### config.mk
export PLATFORM = sky130hd
export DESIGN_NAME = binomial_power_trailing_zeros
export DESIGN_NICKNAME = d
export VERILOG_FILES = /design/src/sv/bptz_pkg.sv /design/src/sv/binomial_power_trailing_zeros.sv /design/src/sv/bptz_cell.sv /design/src/sv/bptz_feed.sv /design/src/sv/bptz_final.sv
export SDC_FILE = /design/constraint.sdc
export NUM_CORES = 2
export LEC_CHECK = 0
export BUFFER_PORTS_ARGS = -buffer_cell sky130_fd_sc_hd__buf_2
export CORE_AREA = 2 2 424 426
export DETAILED_ROUTE_END_ITERATION = 10
export DIE_AREA = 0 0 426 428
export SLEW_MARGIN = 30
export SYNTH_ARGS = -nofsm -noshare
export SYNTH_HDL_FRONTEND = slang
export SYNTH_SLANG_ARGS = --single-unit
### constraint.sdc
create_clock -name clk -period 10.8 [get_ports clk]
set_input_delay 2.16 -clock clk [delete_from_list [all_inputs] [get_ports clk]]
set_output_delay 2.16 -clock clk [all_outputs]
set_load 0.005 [all_outputs]
### src/sv/bptz_pkg.sv
// ----------------------------------------------------------------------------
// bptz_pkg
// Shared types, widths and helpers for the trailing-zero counter: the
// bundle that flows along the base-5 cell row and the divide-by-five step.
// ----------------------------------------------------------------------------
package bptz_pkg;

  // width of the result count
  localparam int COUNT_W = 36;

  // width of per-row base-5 counters (holds counts up to 31 cells)
  localparam int DIG_CNT_W = 5;

  // two bits of each stream moving one cell along per cycle
  typedef struct packed {
    logic       valid;
    logic       last;
    logic [1:0] r_bits;
    logic [1:0] m_bits;
    logic [1:0] b_bits;
  } lane_t;

  // running totals handed from cell to cell with the last bit pair
  typedef struct packed {
    logic                 carry;
    logic [DIG_CNT_W-1:0] carries;
    logic                 zrun;
    logic [DIG_CNT_W-1:0] zeros;
  } tok_t;

  // one radix-4 step of a division by five
  typedef struct packed {
    logic [1:0] q;
    logic [2:0] rem;
  } div5_t;

  // shift two dividend bits into a remainder and take the quotient digit
  function automatic div5_t div5_step(input logic [2:0] rem, input logic [1:0] bits);
    logic [4:0] v;
    div5_t      res;
    v = {rem, bits};
    if (v >= 5'd15) begin
      res.q   = 2'd3;
      res.rem = 3'(v - 5'd15);
    end else if (v >= 5'd10) begin
      res.q   = 2'd2;
      res.rem = 3'(v - 5'd10);
    end else if (v >= 5'd5) begin
      res.q   = 2'd1;
      res.rem = 3'(v - 5'd5);
    end else begin
      res.q   = 2'd0;
      res.rem = v[2:0];
    end
    return res;
  endfunction

  // number of base-5 digits needed for any value below 2^bits
  function automatic int digits5(input int bits);
    longint unsigned lim;
    longint unsigned pw;
    int              k;
    lim = 64'd1 << bits;
    pw  = 64'd1;
    k   = 0;
    while (pw < lim) begin
      pw = pw * 64'd5;
      k++;
    end
    return k;
  endfunction

endpackage

### src/sv/binomial_power_trailing_zeros.sv
// ----------------------------------------------------------------------------
// binomial_power_trailing_zeros
// Trailing decimal zeros of C(n,r) * base^exponent. Factors of two come from
// binary carry and trailing-zero tallies, factors of five from a row of
// base-5 digit cells fed two bits a cycle.
//
//   channel  direction  handshake             payload
//   in       input      in_valid / in_ready   n_value r_value base_value power_exponent
//   out      output     out_valid / out_ready zero_count bad_input
//
// Operand pairs stream through a row of D base-5 digit cells, D being the
// number of base-5 digits of a VALUE_BITS-bit value (14 at 32 bits), and
// the result then passes the multiply, add and output registers of the
// final stage. One transaction is in the row at a time; a new one is taken
// while a finished result waits in the output register.
// Synchronous reset clears control state only. A stalled output holds the
// arithmetic stages, and in_ready stays low until they are free.
// ----------------------------------------------------------------------------
module binomial_power_trailing_zeros #(
  parameter int VALUE_BITS = 32
) (
  input  logic                         clk,
  input  logic                         rst,
  input  logic                         in_valid,
  output logic                         in_ready,
  input  logic [VALUE_BITS-1:0]        n_value,
  input  logic [VALUE_BITS-1:0]        r_value,
  input  logic [VALUE_BITS-1:0]        base_value,
  input  logic [VALUE_BITS-1:0]        power_exponent,
  output logic                         out_valid,
  input  logic                         out_ready,
  output logic [bptz_pkg::COUNT_W-1:0] zero_count,
  output logic                         bad_input
);
  import bptz_pkg::*;

  localparam int DIGITS = digits5(VALUE_BITS);
  localparam int BCW    = $clog2(VALUE_BITS + 1);

  typedef enum logic {S_IDLE, S_RUN} state_t;

  state_t          state;
  logic            accept;
  logic            done;
  logic            fin_busy;
  logic            bad_hold;
  logic [BCW-1:0]  carries2;
  logic [BCW-1:0]  tz2;
  logic [VALUE_BITS-1:0] exp_hold;
  lane_t           lanes [DIGITS+1];
  tok_t            toks  [DIGITS+1];

  assign in_ready = (state == S_IDLE) && !fin_busy;
  assign accept   = in_valid && in_ready;
  assign done     = lanes[DIGITS].valid && lanes[DIGITS].last;

  // transaction sequencing
  always_ff @(posedge clk) begin
    if (rst) begin
      state <= S_IDLE;
    end else begin
      case (state)
        S_IDLE:  if (accept) state <= S_RUN;
        S_RUN:   if (done) state <= S_IDLE;
        default: state <= S_IDLE;
      endcase
    end
  end

  // operand streaming
  bptz_feed #(.VALUE_BITS(VALUE_BITS)) u_feed (
    .clk            (clk),
    .rst            (rst),
    .start          (accept),
    .n_value        (n_value),
    .r_value        (r_value),
    .base_value     (base_value),
    .power_exponent (power_exponent),
    .lane           (lanes[0]),
    .carries2       (carries2),
    .tz2            (tz2),
    .exp_hold       (exp_hold),
    .bad_hold       (bad_hold)
  );

  // totals entering the lowest digit cell
  assign toks[0] = '{carry: 1'b0, carries: '0, zrun: 1'b1, zeros: '0};

  // base-5 digit cells
  for (genvar k = 0; k < DIGITS; k++) begin : g_cell
    bptz_cell u_cell (
      .clk      (clk),
      .rst      (rst),
      .lane_in  (lanes[k]),
      .tok_in   (toks[k]),
      .lane_out (lanes[k+1]),
      .tok_out  (toks[k+1])
    );
  end

  // exponent scaling and result register
  bptz_final #(.VALUE_BITS(VALUE_BITS)) u_final (
    .clk        (clk),
    .rst        (rst),
    .start      (done),
    .bad        (bad_hold),
    .carries2   (carries2),
    .tz2        (tz2),
    .tok        (toks[DIGITS]),
    .exponent   (exp_hold),
    .out_ready  (out_ready),
    .out_valid  (out_valid),
    .zero_count (zero_count),
    .bad_input  (bad_input),
    .busy       (fin_busy)
  );

endmodule

### src/sv/bptz_cell.sv
// ----------------------------------------------------------------------------
// bptz_cell
// One base-5 digit position. Divides the incoming bit-pair streams of r,
// n-r and the base by five, passes the quotients on, and at the last pair
// folds its digit into the carry and zero-digit totals.
// ----------------------------------------------------------------------------
module bptz_cell (
  input  logic             clk,
  input  logic             rst,
  input  bptz_pkg::lane_t  lane_in,
  input  bptz_pkg::tok_t   tok_in,
  output bptz_pkg::lane_t  lane_out,
  output bptz_pkg::tok_t   tok_out
);
  import bptz_pkg::*;

  logic [2:0] rem_r;
  logic [2:0] rem_m;
  logic [2:0] rem_b;
  logic       vld;
  logic       lst;
  logic [1:0] qr;
  logic [1:0] qm;
  logic [1:0] qb;
  tok_t       tok;

  div5_t      dr;
  div5_t      dm;
  div5_t      db;
  logic [3:0] dsum;
  logic       cout;
  logic       bzero;

  // division steps for the three streams
  assign dr = div5_step(rem_r, lane_in.r_bits);
  assign dm = div5_step(rem_m, lane_in.m_bits);
  assign db = div5_step(rem_b, lane_in.b_bits);

  // base-5 addition of the final r and n-r digits
  assign dsum  = 4'(dr.rem) + 4'(dm.rem) + 4'(tok_in.carry);
  assign cout  = (dsum >= 4'd5);
  assign bzero = (db.rem == 3'd0);

  // remainders, cleared after the last pair of a transaction, and valid
  always_ff @(posedge clk) begin
    if (rst) begin
      rem_r <= '0;
      rem_m <= '0;
      rem_b <= '0;
      vld   <= 1'b0;
    end else begin
      vld <= lane_in.valid;
      if (lane_in.valid) begin
        if (lane_in.last) begin
          rem_r <= '0;
          rem_m <= '0;
          rem_b <= '0;
        end else begin
          rem_r <= dr.rem;
          rem_m <= dm.rem;
          rem_b <= db.rem;
        end
      end
    end
  end

  // quotient pairs and totals towards the next cell
  always_ff @(posedge clk) begin
    if (lane_in.valid) begin
      lst <= lane_in.last;
      qr  <= dr.q;
      qm  <= dm.q;
      qb  <= db.q;
      if (lane_in.last) begin
        tok.carry   <= cout;
        tok.carries <= tok_in.carries + DIG_CNT_W'(cout);
        tok.zrun    <= tok_in.zrun & bzero;
        tok.zeros   <= tok_in.zeros + DIG_CNT_W'(tok_in.zrun & bzero);
      end
    end
  end

  assign lane_out = '{valid: vld, last: lst, r_bits: qr, m_bits: qm, b_bits: qb};
  assign tok_out  = tok;

endmodule

### src/sv/bptz_feed.sv
// ----------------------------------------------------------------------------
// bptz_feed
// Captures a transaction, forms n-r and the validity check, and streams the
// operands two bits a cycle, most significant first, into the cell row.
// Binary carry count and trailing zeros of the base are tallied on the way.
// ----------------------------------------------------------------------------
module bptz_feed #(
  parameter int VALUE_BITS = 32
) (
  input  logic                                 clk,
  input  logic                                 rst,
  input  logic                                 start,
  input  logic [VALUE_BITS-1:0]                n_value,
  input  logic [VALUE_BITS-1:0]                r_value,
  input  logic [VALUE_BITS-1:0]                base_value,
  input  logic [VALUE_BITS-1:0]                power_exponent,
  output bptz_pkg::lane_t                      lane,
  output logic [$clog2(VALUE_BITS+1)-1:0]      carries2,
  output logic [$clog2(VALUE_BITS+1)-1:0]      tz2,
  output logic [VALUE_BITS-1:0]                exp_hold,
  output logic                                 bad_hold
);
  import bptz_pkg::*;

  localparam int SW    = VALUE_BITS + (VALUE_BITS % 2);
  localparam int PAIRS = SW / 2;
  localparam int PC_W  = $clog2(PAIRS + 1);
  localparam int BCW   = $clog2(VALUE_BITS + 1);
  localparam int AW    = BCW + 1;

  logic [SW-1:0]   n_sh;
  logic [SW-1:0]   r_sh;
  logic [SW-1:0]   m_sh;
  logic [SW-1:0]   b_sh;
  logic [PC_W-1:0] left;
  logic            busy;
  logic [AW-1:0]   acc_rm;
  logic [AW-1:0]   acc_n;
  logic [BCW-1:0]  run;

  function automatic logic [1:0] pc2(input logic [1:0] x);
    return {1'b0, x[1]} + {1'b0, x[0]};
  endfunction

  // pair counter
  always_ff @(posedge clk) begin
    if (rst) begin
      busy <= 1'b0;
      left <= '0;
    end else if (start) begin
      busy <= 1'b1;
      left <= PC_W'(PAIRS);
    end else if (busy) begin
      left <= left - PC_W'(1);
      if (left == PC_W'(1)) begin
        busy <= 1'b0;
      end
    end
  end

  // operand shifters and tallies
  always_ff @(posedge clk) begin
    if (start) begin
      n_sh     <= SW'(n_value);
      r_sh     <= SW'(r_value);
      m_sh     <= SW'(n_value - r_value);
      b_sh     <= SW'(base_value);
      exp_hold <= power_exponent;
      bad_hold <= (r_value > n_value) || (base_value == '0);
      acc_rm   <= '0;
      acc_n    <= '0;
      run      <= '0;
    end else if (busy) begin
      n_sh   <= {n_sh[SW-3:0], 2'b00};
      r_sh   <= {r_sh[SW-3:0], 2'b00};
      m_sh   <= {m_sh[SW-3:0], 2'b00};
      b_sh   <= {b_sh[SW-3:0], 2'b00};
      acc_rm <= acc_rm + AW'(pc2(r_sh[SW-1:SW-2])) + AW'(pc2(m_sh[SW-1:SW-2]));
      acc_n  <= acc_n + AW'(pc2(n_sh[SW-1:SW-2]));
      case (b_sh[SW-1:SW-2])
        2'b00:   run <= run + BCW'(2);
        2'b10:   run <= BCW'(1);
        default: run <= '0;
      endcase
    end
  end

  assign lane = '{valid:  busy,
                  last:   busy && (left == PC_W'(1)),
                  r_bits: r_sh[SW-1:SW-2],
                  m_bits: m_sh[SW-1:SW-2],
                  b_bits: b_sh[SW-1:SW-2]};

  // carries of r + (n-r) in binary: popcount(r) + popcount(n-r) - popcount(n)
  assign carries2 = BCW'(acc_rm - acc_n);
  assign tz2      = run;

endmodule

### src/sv/bptz_final.sv
// ----------------------------------------------------------------------------
// bptz_final
// Scales the base multiplicities by the exponent, adds the binomial parts,
// takes the smaller total with saturation and holds it in the output register.
// ----------------------------------------------------------------------------
module bptz_final #(
  parameter int VALUE_BITS = 32
) (
  input  logic                               clk,
  input  logic                               rst,
  input  logic                               start,
  input  logic                               bad,
  input  logic [$clog2(VALUE_BITS+1)-1:0]    carries2,
  input  logic [$clog2(VALUE_BITS+1)-1:0]    tz2,
  input  bptz_pkg::tok_t                     tok,
  input  logic [VALUE_BITS-1:0]              exponent,
  input  logic                               out_ready,
  output logic                               out_valid,
  output logic [bptz_pkg::COUNT_W-1:0]       zero_count,
  output logic                               bad_input,
  output logic                               busy
);
  import bptz_pkg::*;

  localparam int BCW = $clog2(VALUE_BITS + 1);
  localparam int MW  = (BCW > DIG_CNT_W) ? BCW : DIG_CNT_W;
  localparam int PW  = VALUE_BITS + MW;
  localparam int TW  = PW + 1;

  logic                 m_valid;
  logic [PW-1:0]        p2;
  logic [PW-1:0]        p5;
  logic [BCW-1:0]       c2;
  logic [DIG_CNT_W-1:0] c5;
  logic                 m_bad;
  logic                 a_valid;
  logic [TW-1:0]        t2;
  logic [TW-1:0]        t5;
  logic                 a_bad;

  logic                 out_free;
  logic                 a_adv;
  logic                 m_adv;
  logic [TW-1:0]        mn;
  logic [COUNT_W-1:0]   cnt_sat;

  assign out_free = !out_valid || out_ready;
  assign a_adv    = a_valid && out_free;
  assign m_adv    = m_valid && (!a_valid || a_adv);
  assign busy     = m_valid || a_valid;

  // smaller total, clamped to the count width
  assign mn = (t2 < t5) ? t2 : t5;
  if (TW > COUNT_W) begin : g_sat
    assign cnt_sat = (|mn[TW-1:COUNT_W]) ? {COUNT_W{1'b1}} : mn[COUNT_W-1:0];
  end else begin : g_ext
    assign cnt_sat = COUNT_W'(mn);
  end

  // stage occupancy
  always_ff @(posedge clk) begin
    if (rst) begin
      m_valid   <= 1'b0;
      a_valid   <= 1'b0;
      out_valid <= 1'b0;
    end else begin
      if (start) begin
        m_valid <= 1'b1;
      end else if (m_adv) begin
        m_valid <= 1'b0;
      end
      if (m_adv) begin
        a_valid <= 1'b1;
      end else if (a_adv) begin
        a_valid <= 1'b0;
      end
      if (a_adv) begin
        out_valid <= 1'b1;
      end else if (out_ready) begin
        out_valid <= 1'b0;
      end
    end
  end

  // multiply, add, select
  always_ff @(posedge clk) begin
    if (start) begin
      p2    <= PW'(tz2) * PW'(exponent);
      p5    <= PW'(tok.zeros) * PW'(exponent);
      c2    <= carries2;
      c5    <= tok.carries;
      m_bad <= bad;
    end
    if (m_adv) begin
      t2    <= TW'(p2) + TW'(c2);
      t5    <= TW'(p5) + TW'(c5);
      a_bad <= m_bad;
    end
    if (a_adv) begin
      zero_count <= a_bad ? '0 : cnt_sat;
      bad_input  <= a_bad;
    end
  end

endmodule
; Word-level counts from Yosys, hierarchy flattened
; Cells that the tools add are included.
[word_totals]
register_bits = 782
input_bits = 132
out_inout_bits = 39
elab_cells = 870
[op_classes]
addsub = 191
multipliers = 2
order_cmp = 142
n_eq_ne = 2
mux = 193
n_bitwise = 26
reduce_logical = 88
[op_table]
columns = operator, n
row1 = greater-or-equal comparator 5 x 4 -> 1 bit (second input constant), 84
row2 = 2-to-1 mux 4 bit, 78
row3 = 2-to-1 mux 3 bit, 90
row4 = 2-to-1 mux 32 bit, 8
row5 = subtractor 3 bit (second input constant), 84
row6 = greater-or-equal comparator 5 x 3 -> 1 bit (second input constant), 42
row7 = subtractor 3 x 2 -> 3 bit (second input constant), 42
row8 = OR reduction 2 bit, 40
row9 = adder 5 x 1 -> 5 bit, 12
row10 = adder 5 bit, 12
row11 = adder 3 x 3 -> 4 bit, 14
row12 = greater-or-equal comparator 4 x 3 -> 1 bit (second input constant), 14
row13 = adder 4 x 1 -> 4 bit, 13
row14 = zero test 3 bit, 14
row15 = adder 38 x 6 -> 39 bit, 1
row16 = < comparator 39 bit, 1
row17 = 2-to-1 mux 39 bit, 1
row18 = adder 37 x 5 -> 38 bit, 1
row19 = multiplier 6 x 32 -> 38 bit, 1
row20 = multiplier 5 x 32 -> 37 bit, 1
row21 = 2-to-1 mux 36 bit, 1
row22 = > comparator 32 bit, 1
row23 = zero test 32 bit, 1
row24 = subtractor 32 bit, 1
row25 = 21 further kinds, 87

; Depth between registers and ports, before layout
[logic_depth]
word_depth = 8
depth_mapped = 19
ltp_nobuf = 18

; Modules after synthesis
; From an unflattened synthesis, not the netlist that was laid out.
[hier_totals]
cells_unflattened = 5403
area_unflattened_um2 = 58075.7
[by_module_without_submodules]
columns = mod, instances, cells_per_inst, area_per_inst_um2, seq_area_each_um2
row1 = bptz_cell, 14, 184, 1989.4, 770.7
row2 = bptz_final, 1, 2056, 20515.9, 6125.9
row3 = bptz_feed, 1, 763, 9640.5, 5315.1
row4 = binomial_power_trailing_zeros, 1, 8, 67.6, 20.0

; Worst setup path after synthesis
; No wires, ideal clock.
[synth_path]
kind = input -> register
from = input port out_ready
to = register u_final.a_bad, enable pin
setup_ps = 634
arrival_ps = 7909
required_ps = 10166
setup_slack_ps = 2257
path_stages = 2
path_buffers = 0
path_cell_list = nor2b_1 a21boi_0
[synth_via]
elab_chain_cells = 4
[synth_lines]
columns = element, line
row1 = "start, declared", binomial_power_trailing_zeros.sv:31  ; input logic out_ready,
row2 = logical OR 1 bit, bptz_final.sv:47  ; assign out_free = !out_valid || out_ready;
row3 = logical AND 1 bit, bptz_final.sv:48  ; assign a_adv = a_valid && out_free;
row4 = logical OR 1 bit, bptz_final.sv:49  ; assign m_adv = m_valid && (!a_valid || a_adv);
row5 = logical AND 1 bit, bptz_final.sv:49
row6 = via u_final.m_adv, bptz_final.sv:43  ; logic m_adv;
row7 = "end signal, assigned", bptz_final.sv:97  ; a_bad <= m_bad;
row8 = "end, declared", bptz_final.sv:39  ; logic a_bad;
; The timed path passes the listed nets, and every way through them passes these cells.
; A chain may end at the register's enable or synchronous reset.

; Final worst setup path
[layout_path]
from = register g_cell[13].u_cell.tok_out[3] (netlist name)
to = register u_final.p5[36], data pin
[layout_via]
elab_chain_cells = 1
[layout_lines]
columns = element, line
row1 = multiplier 5 x 32 -> 37 bit, bptz_final.sv:89  ; p5 <= PW'(tok.zeros) * PW'(exponent);
row2 = "end signal, assigned", bptz_final.sv:89
row3 = "end, declared", bptz_final.sv:32  ; logic [PW-1:0] p5;
; No other way between the ends.

==> flow_metrics.py <==
metrics = {
    "sta": {
        "tns_ps": 0,
        "fmax_mhz": 177,
        "setup_ws_ps": 5150,
        "timing.final.crit_share_pct": 52.3,
        "finalMaxSlewViolations": 0,
        "rsz0062_at_grt": "false",
        "fin_skew_ps": 56.6,
        "tightest_slew_ps": 947,
        "setup_viol_count_final": 0,
        "hold_viol": 0,
        "min_period_ps": 5650,
        "slew_headroom_pct": 36.9,
    },
    "route": {
        "drtIter0Drc": 2089,
        "via_count": 38891,
        "drc": 0,
        "route.antenna.remaining_nets": 0,
        "wirelength_um": 121000,
        "via_per_inst": 4.82,
        "wire_per_inst_um": 15.1,
        "drtPass1Iterations": 7,
    },
    "yosys": {
        "syn_nets": 6447,
        "synthArstFlopShare_pct": 0,
        "synthTopCellsByArea": "edfxtp_1, ha_1, fa_1",
        "synth_enable_flop_cells": 598,
        "synth-warning-count": 0,
        "yosysUniqueCellTypes": 81,
        "ys_seq_area_share_pct": 38.9,
        "synthFlopType": "edfxtp_1",
        "yosys.area.top_type": "edfxtp_1",
        "postSynthCellCount": 5516,
        "netlist_area_mm2": 0.0548,
        "syn-mean-instance-area_um2": 9.94,
        "yosysTopAreaCellShare_pct": 32.7,
        "synth_seq_cells": 766,
    },
    "placement": {
        "pre_cts_ws_ps": 5130,
        "placed_area_mm2": 0.0582,
        "routabilityCongestion": 0.833,
        "port_buffers": 170,
        "dpl.hpwl_um": 91800,
    },
    "setup_path": {
        "cpMostUsedCell": "fa_1",
        "rrSetupSlack_ps": 5150,
        "reg2regPathDepth": 16,
        "arrival_ps": 6100,
        "timing.rr.start": "g_cell[13].u_cell.tok_out[3]",
        "critPathMaxFanout": 32,
        "worstReg2RegEnd": "u_final.p5[36]",
        "cp.required_ps": 11240,
        "start_kind": "flip-flop",
        "critical_path.cell_chain": "and2_1, fa_1, fa_1, inv_1, fa_1, inv_1, ha_1, and4_4, and2_4, a221o_1, a2111oi_2, a31oi_1, a221oi_4, nor2_2, a41oi_2, o211ai_1",
        "cpPeakStageDelay_ps": 940,
        "slowest_stage": "edfxtp_1",
        "criticalPathCategory": "flip-flop to flip-flop",
        "worst_setup_path_end_kind": "flip-flop",
    },
    "global_route": {
        "grt_first_pass_wirelength_um": 197000,
        "grt_max_degree": 96,
        "antenna_found_initial": 15,
        "grt_pass1_vias": 38162,
        "grt_usage_pct": 13.0,
        "overflow": 0,
    },
    "layout": {
        "fillers": 17877,
        "nets": 6555,
        "utilization_pct": 34.5,
        "syn_to_final_growth_pct": 11.7,
        "final-seq-area_mm2": 0.0213,
        "drive_above_1_share_pct": 6.51,
        "finalInstanceArea_mm2": 0.0612,
        "multi_input_comb_area_mm2": 0.0305,
    },
    "cts": {
        "cts.sink_count": 766,
        "clk_pin_slew_ps": 60,
        "root_buffer": "clkbuf_16",
        "cts_max_level": 3,
        "clock_latency_ps": 710,
        "cts.path.max_buffers": 3,
        "ctsResizeCount": 0,
        "postCtsHoldBufs": 0,
        "cts_made_buffers": 90,
        "cts_tree": "built",
        "post_cts_buffers": 0,
    },
    "pwr": {
        "p_leak_nw": 26.5,
        "peakVddDrop_mv": 0.113,
        "total_power_mw": 7.59,
        "cellPowerDensity_mw_per_mm2": 124,
    },
    "floorplanning": {
        "ios": 171,
        "dieArea_mm2": 0.182,
        "die_w_um": 426,
        "core_area_mm2": 0.178,
        "start_util_pct": 30.9,
        "num_rows": 155,
        "die_h_um": 428,
    },
    "hold_path": {
        "hold_class": "flip-flop to flip-flop",
        "hold_depth": 0,
        "hold_path_end": "u_final.c5[2]",
        "min_from": "g_cell[13].u_cell.tok_out[8]",
    },
    "outcome": {
        "status": "complete, no violations",
    },
    "run": {
        "cap_violations": 0,
    },
}
cells by family after synthesis:
kind of cell	count (synthesis)	synth area share, %
and+or+nand+nor	1677	15.1
AOI/OAI and AO/OA	1141	13.6
buffers and inverters	809	5.57
adders and majority gates	799	21.6
DFF	766	38.9
xor gates and xnor gates	292	4.66
muxes	32	0.600
cell type report:
type / instances / share of cell area (%)
Antenna cell: 10 / 0.0409
Clock buffer: 129 / 4.07
Clock inverter: 39 / 0.819
Inverter: 632 / 3.88
Multi-Input combinational cell: 3941 / 49.8
Sequential cell: 766 / 34.8
Tap cell: 2355 / 4.81
Timing Repair Buffer: 193 / 1.73
state kept, by name (all words and copies together), names as in the netlist, 32 cells and up:
name	flops
u_final.p2	38
u_feed.exp_hold	32
g_cell.u_cell.rem_r	42
u_feed.n_sh	32
u_final.zero_count	36
u_feed.m_sh	32
u_feed.b_sh	32
g_cell.u_cell.rem_b	42
u_final.t5	38
u_final.p5	37
u_feed.r_sh	32
u_final.t2	39
g_cell.u_cell.rem_m	42
g_cell.u_cell.tok_out	143
worst max-delay path: cells and delay by family (launching register included):
kind	cells	cell delay [ps]
and+or+nand+nor	4	730
adders and majority gates	4	1940
DFF	1	940
AOI/OAI and AO/OA	6	1710
buffers and inverters	2	100
per-stage QoR:
stage / std cells / hold WS [ps]
2_1_floorplan: 5516 / 400
3_3_place_gp: 7885 / 408
3_5_place_dp: 7887 / 411
4_1_cts: 8055 / 389
5_1_grt: 8061 / 418
6_report: 8065 / 394
worst max path at each step:
stage / slack (ps) / to / cells after the start / start
6_report: 5150 / u_final.p5[36] / 16 / g_cell[13].u_cell.tok_out[3]
5_1_grt: 4870 / u_final.p5[36] / 16 / g_cell[13].u_cell.tok_out[3]
4_1_cts: 5170 / u_final.p5[36] / 16 / g_cell[13].u_cell.tok_out[3]
3_5_place_dp: 5130 / u_final.p5[36] / 16 / g_cell[13].u_cell.tok_out[3]
3_3_place_gp: 5230 / u_final.p5[36] / 16 / g_cell[13].u_cell.tok_out[3]
2_1_floorplan: 2260 / u_final.a_bad / 2 / out_ready
synthesized netlist by cell type (all sizes together) (12+ instances only):
cell / instances
mux2i: 25
a221o: 17
nand2: 469
o311ai: 40
xor2: 92
nor4: 54
o21ai: 247
a21oi: 331
o41ai: 38
a211oi: 15
a22o: 82
ha: 553
a31oi: 44
and3: 31
or2: 13
o21bai: 16
nor3: 68
nand2b: 56
xnor2: 200
nor2: 349
nor2b: 128
a21boi: 12
dfxtp: 168
nand4: 34
o22ai: 38
and2: 316
or3: 13
a21o: 121
edfxtp: 598
fa: 246
nand3: 117
inv: 631
o21a: 29
clkbuf: 166
a2bb2oi: 18
where the power goes:
part / total (mW) / internal [mW] / leakage, nW / switching (mW)
registers: 3.41 / 3.33 / 6.91 / 0.0860
clock network: 3.07 / 1.79 / 1.46 / 1.28
logic: 1.10 / 0.451 / 18.1 / 0.653
placed cells by master, fill, tap and decap left out, types with 16 or more instances in the layout:
| cell | n |
|---|---|
| o22ai_1 | 38 |
| clkbuf_16 | 90 |
| nor4_1 | 54 |
| a22o_1 | 82 |
| clkbuf_1 | 29 |
| o21ai_0 | 232 |
| o21a_1 | 29 |
| xnor2_1 | 200 |
| and3_1 | 31 |
| dfxtp_1 | 168 |
| a2bb2oi_1 | 18 |
| a221o_1 | 17 |
| xor2_1 | 92 |
| nor2_1 | 347 |
| and2_1 | 315 |
| a21o_1 | 121 |
| buf_4 | 20 |
| inv_1 | 629 |
| nor3_1 | 67 |
| nand2_1 | 467 |
| buf_2 | 169 |
| o311ai_0 | 39 |
| ha_1 | 553 |
| a31oi_1 | 43 |
| mux2i_1 | 25 |
| nor2b_1 | 126 |
| o41ai_1 | 37 |
| nand3_1 | 117 |
| nand2b_1 | 56 |
| o21bai_1 | 16 |
| nand4_1 | 34 |
| edfxtp_1 | 598 |
| fa_1 | 246 |
| a21oi_1 | 331 |
routing by layer:
layer  share of wire, %  up-vias  GRT usage [%]
li1                   -    19329              -
met1                 46    18705           17.0
met2                 47      689           21.6
met3                4.3      160           2.55
met4                2.6        8           3.68
met5              0.038        -              0
(Power assumes the default switching activity.)
